<file path="src/design/deq_pkg.sv">
`timescale 1ns / 1ps
// ----------------------------------------------------------------------------
// Double-ended queue package
// Sizes, command and status codes, and the request and result beat types.
// ----------------------------------------------------------------------------
package deq_pkg;

    localparam int QUEUE_DEPTH = 16;
    localparam int NAME_BYTES  = 25;

    localparam int IDX_W       = $clog2(QUEUE_DEPTH);
    localparam int COUNT_W     = $clog2(QUEUE_DEPTH + 1);
    localparam int NAME_PORT_B = 25;
    localparam int NAME_FULL_W = NAME_PORT_B * 8;
    localparam int NAME_KEEP   = (NAME_BYTES < NAME_PORT_B) ? NAME_BYTES : NAME_PORT_B;
    localparam int NAME_W      = NAME_KEEP * 8;

    typedef enum logic [2:0] {
        CMD_PUSH_BACK  = 3'd0,
        CMD_PUSH_FRONT = 3'd1,
        CMD_POP_BACK   = 3'd2,
        CMD_POP_FRONT  = 3'd3,
        CMD_PEEK_BACK  = 3'd4,
        CMD_PEEK_FRONT = 3'd5
    } command_t;

    typedef enum logic [1:0] {
        STATUS_DONE  = 2'd0,
        STATUS_EMPTY = 2'd1,
        STATUS_FULL  = 2'd2
    } status_t;

    typedef struct packed {
        logic [2:0]  command;
        logic [31:0] in_id_number;
        logic [31:0] in_record_code;
        logic [63:0] in_name_bytes_0_7;
        logic [63:0] in_name_bytes_8_15;
        logic [63:0] in_name_bytes_16_23;
        logic [7:0]  in_name_byte_24;
    } request_t;

    typedef struct packed {
        logic [1:0]         status;
        logic [31:0]        out_id_number;
        logic [31:0]        out_record_code;
        logic [63:0]        out_name_bytes_0_7;
        logic [63:0]        out_name_bytes_8_15;
        logic [63:0]        out_name_bytes_16_23;
        logic [7:0]         out_name_byte_24;
        logic [COUNT_W-1:0] occupancy;
    } result_t;

endpackage

</file>
<file path="src/design/double_ended_queue.sv">
`timescale 1ns / 1ps
// ----------------------------------------------------------------------------
// Double-ended queue
// Bounded ring of records with push, pop and peek at either end.
// ----------------------------------------------------------------------------
// A command is taken when start is high and busy is low. A push, a refused
// command or an unused code answers with a done strobe in the next cycle, so
// one such beat can follow another every cycle. A pop or peek reads the
// record memory, whose read port is registered: busy is high for one cycle,
// and the done strobe comes from the read-data register through the result
// register. The done strobe is shown for exactly one cycle and the result
// must be taken then, as the receiver cannot hold it off. The record memory
// needs no clearing after reset.
module double_ended_queue
(
    input  logic               clk,
    input  logic               rst_n,
    input  logic               start,
    input  deq_pkg::request_t  request,
    output logic               busy,
    output logic               done,
    output deq_pkg::result_t   result
);
    import deq_pkg::*;

    typedef struct packed {
        logic [31:0]       id;
        logic [31:0]       code;
        logic [NAME_W-1:0] name;
    } entry_t;

    typedef enum logic {
        S_IDLE,
        S_READ
    } state_t;

    state_t             state_reg, state_next;
    logic [IDX_W-1:0]   front_reg, front_next;
    logic [IDX_W-1:0]   back_reg, back_next;
    logic [COUNT_W-1:0] count_reg, count_next;
    logic               done_reg, done_next;
    result_t            result_reg, result_next;

    entry_t             mem [QUEUE_DEPTH];
    entry_t             rd_data_reg;
    entry_t             wr_data;
    logic [IDX_W-1:0]   slot;
    logic               wr_en;
    logic               rd_en;
    logic               accept;
    logic               full;
    logic               empty;
    logic [IDX_W-1:0]   front_dec;
    logic [IDX_W-1:0]   front_inc;
    logic [IDX_W-1:0]   back_dec;
    logic [IDX_W-1:0]   back_inc;
    logic [NAME_FULL_W-1:0] name_in;
    logic [NAME_FULL_W-1:0] name_out;

    function automatic logic [IDX_W-1:0] ring_inc(input logic [IDX_W-1:0] i);
        return (i == IDX_W'(QUEUE_DEPTH - 1)) ? '0 : i + 1'b1;
    endfunction

    function automatic logic [IDX_W-1:0] ring_dec(input logic [IDX_W-1:0] i);
        return (i == '0) ? IDX_W'(QUEUE_DEPTH - 1) : i - 1'b1;
    endfunction

    assign busy      = (state_reg == S_READ);
    assign accept    = start && !busy;
    assign full      = (count_reg == COUNT_W'(QUEUE_DEPTH));
    assign empty     = (count_reg == '0);
    assign front_dec = ring_dec(front_reg);
    assign front_inc = ring_inc(front_reg);
    assign back_dec  = ring_dec(back_reg);
    assign back_inc  = ring_inc(back_reg);
    assign done      = done_reg;
    assign result    = result_reg;

    assign name_in = {request.in_name_byte_24, request.in_name_bytes_16_23,
                      request.in_name_bytes_8_15, request.in_name_bytes_0_7};
    assign name_out = NAME_FULL_W'(rd_data_reg.name);

    always_comb
    begin
        wr_data.id   = request.in_id_number;
        wr_data.code = request.in_record_code;
        wr_data.name = name_in[NAME_W-1:0];
    end

    always_comb
    begin
        state_next  = state_reg;
        front_next  = front_reg;
        back_next   = back_reg;
        count_next  = count_reg;
        done_next   = 1'b0;
        result_next = result_reg;
        slot        = front_reg;
        wr_en       = 1'b0;
        rd_en       = 1'b0;

        case (state_reg)
            S_IDLE:
            begin
                if (accept)
                begin
                    done_next             = 1'b1;
                    result_next           = '0;
                    result_next.status    = STATUS_DONE;
                    result_next.occupancy = count_reg;
                    case (request.command) inside
                        CMD_PUSH_BACK, CMD_PUSH_FRONT:
                        begin
                            if (full)
                            begin
                                result_next.status = STATUS_FULL;
                            end
                            else
                            begin
                                wr_en                 = 1'b1;
                                count_next            = count_reg + 1'b1;
                                result_next.occupancy = count_reg + 1'b1;
                                if (request.command == CMD_PUSH_BACK)
                                begin
                                    slot      = back_reg;
                                    back_next = back_inc;
                                end
                                else
                                begin
                                    slot       = front_dec;
                                    front_next = front_dec;
                                end
                            end
                        end
                        CMD_POP_BACK, CMD_POP_FRONT, CMD_PEEK_BACK, CMD_PEEK_FRONT:
                        begin
                            if (empty)
                            begin
                                result_next.status = STATUS_EMPTY;
                            end
                            else
                            begin
                                rd_en      = 1'b1;
                                done_next  = 1'b0;
                                state_next = S_READ;
                                case (request.command)
                                    CMD_POP_BACK:
                                    begin
                                        slot       = back_dec;
                                        back_next  = back_dec;
                                        count_next = count_reg - 1'b1;
                                    end
                                    CMD_POP_FRONT:
                                    begin
                                        slot       = front_reg;
                                        front_next = front_inc;
                                        count_next = count_reg - 1'b1;
                                    end
                                    CMD_PEEK_BACK:
                                    begin
                                        slot = back_dec;
                                    end
                                    default:
                                    begin
                                        slot = front_reg;
                                    end
                                endcase
                            end
                        end
                        default:
                        begin
                        end
                    endcase
                end
            end
            S_READ:
            begin
                done_next                        = 1'b1;
                state_next                       = S_IDLE;
                result_next.status               = STATUS_DONE;
                result_next.out_id_number        = rd_data_reg.id;
                result_next.out_record_code      = rd_data_reg.code;
                result_next.out_name_bytes_0_7   = name_out[63:0];
                result_next.out_name_bytes_8_15  = name_out[127:64];
                result_next.out_name_bytes_16_23 = name_out[191:128];
                result_next.out_name_byte_24     = name_out[199:192];
                result_next.occupancy            = count_reg;
            end
            default:
            begin
                state_next = S_IDLE;
            end
        endcase
    end

    always_ff @(posedge clk or negedge rst_n)
    begin
        if (!rst_n)
        begin
            state_reg  <= S_IDLE;
            front_reg  <= '0;
            back_reg   <= '0;
            count_reg  <= '0;
            done_reg   <= 1'b0;
            result_reg <= '0;
        end
        else
        begin
            state_reg  <= state_next;
            front_reg  <= front_next;
            back_reg   <= back_next;
            count_reg  <= count_next;
            done_reg   <= done_next;
            result_reg <= result_next;
        end
    end

    always_ff @(posedge clk)
    begin
        if (wr_en)
        begin
            mem[slot] <= wr_data;
        end
        if (rd_en)
        begin
            rd_data_reg <= mem[slot];
        end
    end

`ifndef SYNTHESIS
    a_read_completes: assert property (@(posedge clk) disable iff (!rst_n)
        busy |=> done && !busy)
        else $error("Memory read did not complete in one cycle.");

    a_full_occupancy: assert property (@(posedge clk) disable iff (!rst_n)
        done && (result.status == STATUS_FULL) |->
        result.occupancy == COUNT_W'(QUEUE_DEPTH))
        else $error("Full status reported with a queue that is not full.");

    a_empty_occupancy: assert property (@(posedge clk) disable iff (!rst_n)
        done && (result.status == STATUS_EMPTY) |-> result.occupancy == '0)
        else $error("Empty status reported with records held.");

    a_push_counts: assert property (@(posedge clk) disable iff (!rst_n)
        accept && !full && ((request.command == CMD_PUSH_BACK) ||
        (request.command == CMD_PUSH_FRONT)) |=>
        done && (result.occupancy == $past(count_reg) + 1'b1))
        else $error("Accepted push did not raise the occupancy by one.");
`endif

endmodule
</file>
<file path="config.mk">
export PLATFORM = sky130hd
export DESIGN_NAME = double_ended_queue
export DESIGN_NICKNAME = d
export VERILOG_FILES = /design/src/design/deq_pkg.sv /design/src/design/double_ended_queue.sv
export SDC_FILE = /design/constraint.sdc
export NUM_CORES = 2
export LEC_CHECK = 0
export BUFFER_PORTS_ARGS = -buffer_cell sky130_fd_sc_hd__clkbuf_2
export CORE_ASPECT_RATIO = 1.4
export CORE_MARGIN = 2
export CORE_UTILIZATION = 34
export DETAILED_ROUTE_END_ITERATION = 8
export PLACE_DENSITY_LB_ADDON = 0.15
export SYNTH_ARGS = -nofsm -noshare
export SYNTH_HDL_FRONTEND = slang
export SYNTH_MEMORY_MAX_BITS = 65536
export SYNTH_SLANG_ARGS = --single-unit
</file>
<file path="constraint.sdc">
create_clock -name clk -period 41.3 [get_ports clk]
set_clock_uncertainty 0.1 [all_clocks]
set_input_delay 2.065 -clock clk [delete_from_list [all_inputs] [get_ports clk]]
set_output_delay 2.065 -clock clk [all_outputs]
set_load 0.05 [all_outputs]
</file>
# After elaboration in Yosys (flattened, before gate mapping)
# Memory sizes are Yosys's and may differ from the RTL's. A register that Yosys moved wholly into a read port is not among the register bits.
# Index checks and enable logic that the tools add are counted.
# totals
register_bits,286
latchBits,0
ramBits,4224
romBits,0
in_bits,270
output_inout_bits,273
word_cells,104
mem_count,1
# classes
add_sub_neg,6
n_mul,0
div_mod_pow,0
n_lt_le_gt_ge,0
n_eq_ne,13
shifts,0
n_mux,53
n_bitwise,1
n_reduce_logical,17
# mem_list
name,words,width,read_ports,rd_clocked_by_memory_dff,wr,line,source
mem,16,264,1,1,1,double_ended_queue.sv:44,entry_t mem [QUEUE_DEPTH];
# ops
cell,n
$pmux 271 s2,1
$mux 271,1
$mux 4,24
$mux 5,6
$mux 1,17
$reduce_and 7->1,2
$add 4x1->4 const B,2
$eq 4x4->1 const B,2
$logic_not 4->1,2
$ne 2x2->1 const B,4
$reduce_bool 2->1,4
$sub 4x1->4 const B,2
$eq 3x2->1 const B,2
$eq 3x3->1 const B,2
$reduce_or 2->1,3
$add 5x1->5 const B,1
$eq 5x5->1 const B,1
$logic_not 5->1,1
$reduce_and 5->1,1
$sub 5x1->5 const B,1
$mux 2,2
$pmux 1 s2,2
$reduce_or 4->1,1
$eq 3x1->1 const B,1
other kinds (5),5

# Logic depth before layout (Yosys ltp)
# logic_depth
ltp_word,8
mapped_depth,15
mapped_depth_nobuf,9

# Worst setup path before layout
# Ideal clock, no wire load.
# synth_timing
kind,input port to flip-flop
from,input request[265] (netlist bit)
to,memory mem[10][0] (netlist bit) (enable)
setup_ps,1211
arrival_ps,21907
required_ps,39989
setup_slack_ps,18082
stages,13
path_buffers,5
cell_sequence,buf_4 -> inv_1 -> ha_1 -> buf_2 -> nand4bb_1 -> nor4_4 -> mux2i_1 -> a21o_1 -> buf_6 -> nand2_1 -> buf_2 -> buf_1 -> nor3_1
# synth_via
elab_chain_len,8
elab_cells_between_ends,22
cone_classes,5 x eq/ne; 13 x mux; 4 x reduce/logical
# synth_rtl
item,line,source
from (decl),double_ended_queue.sv:19,"input deq_pkg::request_t request,"
$eq 3x2->1 / $eq 3x3->1 (equally long branches),double_ended_queue.sv:146,case (request.command)
$reduce_or 2->1 (no source line),--,
$mux 4,double_ended_queue.sv:146,
$mux 4,double_ended_queue.sv:137,if (empty)
$mux 4 (2 in a row),double_ended_queue.sv:111,case (request.command) inside
$mux 4,double_ended_queue.sv:105,if (accept)
$mux 4,double_ended_queue.sv:102,case (state_reg)
to (decl),double_ended_queue.sv:44,
# Parallel ways exist; a longest one is shown, timed or not.

# Final worst setup path
# layout_timing
from,input request[266] (netlist bit)
to,memory mem[10][133] (netlist bit) (enable)
# The elaborated chain is that of the path after synthesis.

==> summary.txt <==
result of the run -> finished clean
Worst Tran Pin Value -> 1.17 ns
total setup buffers inserted after CTS -> 0
final critical-path required period -> 8.76 ns
cell depth of the worst hold path -> 1
root buffer cell -> clkbuf_16
depth of the CTS H-tree -> 5
core outline area -> 0.536 mm²
main flop type after synthesis -> edfxtp_1
Worst Min Path Start -> rd_data_reg[208]$_DFFE_PP_
number of enable-type register cells in the synthesized netlist -> 4,488
final net count -> 11,200
first-pass GRT wire length -> 788,000 µm
Num CTS Buffers -> 464
DRC -> 0
routed length per instance -> 30.6 µm
post-detailed-routing wire length -> 562,000 µm
area leader, netlist -> edfxtp_1
data required time at the worst endpoint -> 41.84 ns
most numerous cell in the Yosys netlist -> edfxtp_1
count of antenna-violating nets left after detailed routing -> 0
number of nets produced by synthesis -> 10,700
worst-case clock buffer depth -> 4
TritonCTS Sinks -> 4,774
Max Cap Viol -> 0
initial antenna violation count -> 142
share of the cycle needed by the critical path after routing -> 21.2%
top post-synthesis cells by count -> edfxtp_1 (4,488), a211oi_1 (917), and3_1 (916), mux2i_1 (532), clkbuf_1 (512)
unrepaired setup endpoints after global routing -> no
total number of yosys warnings -> 0
relative area change from synthesis to final layout -> 14.1%
Yosys reg bits -> 4,774
number of port buffers -> 542
Yosys top cell area share -> 73.6%
Synth async-reset ratio -> 5.99%
largest net degree at the start of global routing -> 231
die area -> 0.544 mm²
Pre-Repair DR Iteration Count -> 5
via count of the first global-routing pass -> 103,000
number of DRC markers in iteration 0 -> 9,140
post-CTS sizing -> 0
origin of the critical flop-to-flop path -> count_reg[0]$_DFFE_PN0P_
worst hold margin -> 0.347 ns
num rows -> 318
hold-fix buffer count after cts -> 0
dpl hpwl -> 278,000 µm
number of top-level pins -> 543
Max-slew headroom -> 22.2%
top cells by area in the synthesized netlist -> edfxtp_1 (74%), dfrtp_1 (3.9%), a211oi_1 (3.8%)
cell area after technology mapping -> 0.183 mm²
Cell Pwr Density -> 66.4 mW/mm²
terminus of the critical flop-to-flop path -> mem[10][133]$_DFFE_PP_
post-synthesis instance total -> 10,500
maximum fanout count along the critical path -> 39
endpoint of the worst hold-timing path -> result[213]$_DFFE_PN0P_
Worst Setup End Kind -> flop
vertical die dimension -> 872 µm
R2R cell count -> 13
number of instances in the placed design -> 17,500
start-to-end type of the worst setup path -> in2reg
gp weighted congestion -> 0.757
average via count per standard cell -> 5.50
Leakage -> 69.5 nW
Critical path origin -> request[266]
Reg clk slew, reported paths -> 0.06 ns
count of final setup violators -> 0
final slew viol count -> 0
Achievable Freq -> 0.114 GHz
initial standard-cell utilization of the core -> 34.2%
clock tree from TritonCTS -> built
total global routing overflow -> 0
fraction of layout cells with a size suffix above 1 -> 17.6%
aggregate negative setup slack -> 0 ns
worst-skew pair later-pin latency -> 1.10 ns
average instance area after synthesis -> 17.5 µm²
final hold vios -> 0
arrival time of data at the critical path endpoint -> 9.30 ns
path class of the lowest-slack min-delay path -> reg2reg
flip-flop count of the largest register after layout -> 4,224
final cell count without fillers -> 18,400
Global Route Usage Sum -> 20.0%
critical path launch point type -> input port
number of library cell types mapped by synthesis -> 71
register-to-register path setup slack -> 33.73 ns
vias after detailed routing -> 101,000
Chip Width -> 624 µm
sequential fraction of the synthesis area -> 77.5%
IR drop worst, VDD -> 0.0668 mV
==> worst max path at each step <==
| stage | cells after the start | slack [ns] | endpoint |
|---|---|---|---|
| after floorplan | 13 | 18.08 | mem[10][0]$_DFFE_PP_ |
| after global placement | 14 | 31.19 | mem[10][147]$_DFFE_PP_ |
| after detailed placement | 14 | 31.29 | mem[10][147]$_DFFE_PP_ |
| after CTS | 14 | 32.40 | mem[10][133]$_DFFE_PP_ |
| after global routing | 14 | 32.16 | mem[10][133]$_DFFE_PP_ |
| final | 14 | 32.54 | mem[10][133]$_DFFE_PP_ |
==> cells in the final DEF, fill, tap and decap left out, types with 6 or more instances in the layout <==
cell type / netlist / layout
a211oi_1: 917 / 917
a21oi_1: 15 / 15
a22o_1: 264 / 264
a22oi_1: 198 / 198
a31oi_1: 6 / 6
a32o_1: 71 / 71
a32oi_1: 62 / 62
and3_1: 916 / 916
and4_1: 31 / 31
and4b_1: 198 / 198
buf_12: 0 / 33
buf_4: 41 / 184
bufinv_16: 0 / 35
clkbuf_1: 512 / 109
clkbuf_16: 0 / 466
clkbuf_2: 0 / 541
clkbuf_8: 0 / 44
clkinv_1: 0 / 63
clkinv_16: 0 / 13
clkinv_2: 0 / 95
clkinv_4: 0 / 12
clkinvlp_4: 0 / 18
dfrtp_1: 286 / 285
diode_2: 0 / 41
edfxtp_1: 4488 / 4488
ha_1: 9 / 9
inv_1: 12 / 12
inv_6: 0 / 10
mux2_2: 399 / 399
mux2i_1: 532 / 532
mux4_2: 70 / 70
nand2_1: 286 / 284
nor2_1: 94 / 82
nor2_4: 3 / 18
nor3_2: 2 / 8
nor4_1: 39 / 39
o21ai_0: 356 / 356
o21ai_1: 123 / 123
o22ai_1: 199 / 199
xnor2_1: 7 / 7
==> worst max-delay path, stage by stage <==
cell and delay (ns):
clkbuf_2 0.40, inv_1 0.12, ha_1 0.38, nand4bb_1 0.25, nor4_4 0.41, mux2i_1 0.36, a21o_1 0.68, nand2_2 0.27
nor3_2 0.63, buf_4 0.67, buf_4 0.62, buf_4 0.77, buf_4 0.74, buf_4 0.67
==> power breakdown <==
group | leakage [nW] | internal [W] | switching, W
combinational | 17.8 | 0.00128 | 0.00250
sequential | 44.2 | 0.00566 | 0.000152
clock | 7.48 | 0.00239 | 0.00189
==> routing by layer <==
metal	GRT usage (%)	routed length (µm)	part of all wire, %	vias up
met5	0	465	0.083	-
met4	5.11	13800	2.5	78
met3	3.14	30500	5.4	813
met2	34.7	281000	50	2815
met1	26.2	236000	42	53900
li1	-	-	-	43500
==> final cells by class <==
| cell class | count | area [µm²] |
|---|---|---|
| flip-flops and latches | 4774 | 142000 |
| clock buffers | 619 | 12700 |
| clock inverters | 257 | 2670 |
| multi-input cells | 4874 | 37800 |
| well taps | 7040 | 8810 |
| repair buffers | 759 | 4760 |
| inverters | 12 | 45.0 |
| fillers | 48500 | 327000 |
| diodes | 41 | 103 |
==> stage by stage <==
stage	setup WS (ns)	power (W)	utilization (%)	cell area [µm²]
floorplan	18.08	0.00848	-	183000
global placement	31.19	0.00970	36.1	193000
detailed placement	31.29	0.00975	36.1	193000
CTS	32.40	0.0140	38.9	209000
global route	32.16	0.0145	39.0	209000
finish	32.54	0.0139	39.0	209000
==> cell families (layout without fill, tap and decap cells) <==
| family | Yosys count | after routing | synth area share [%] |
|---|---|---|---|
| adders and majority gates | 9 | 9 | 0.0615 |
| muxes | 1002 | 1002 | 6.23 |
| and+or+nand+nor | 1621 | 1621 | 5.52 |
| other | 0 | 41 | 0 |
| AOI/OAI and AO/OA | 2231 | 2231 | 8.68 |
| DFF | 4774 | 4774 | 77.5 |
| xor gates and xnor gates | 11 | 11 | 0.0567 |
| buffers and inverters | 812 | 1647 | 1.92 |
Power figures use the tool's default switching activity.
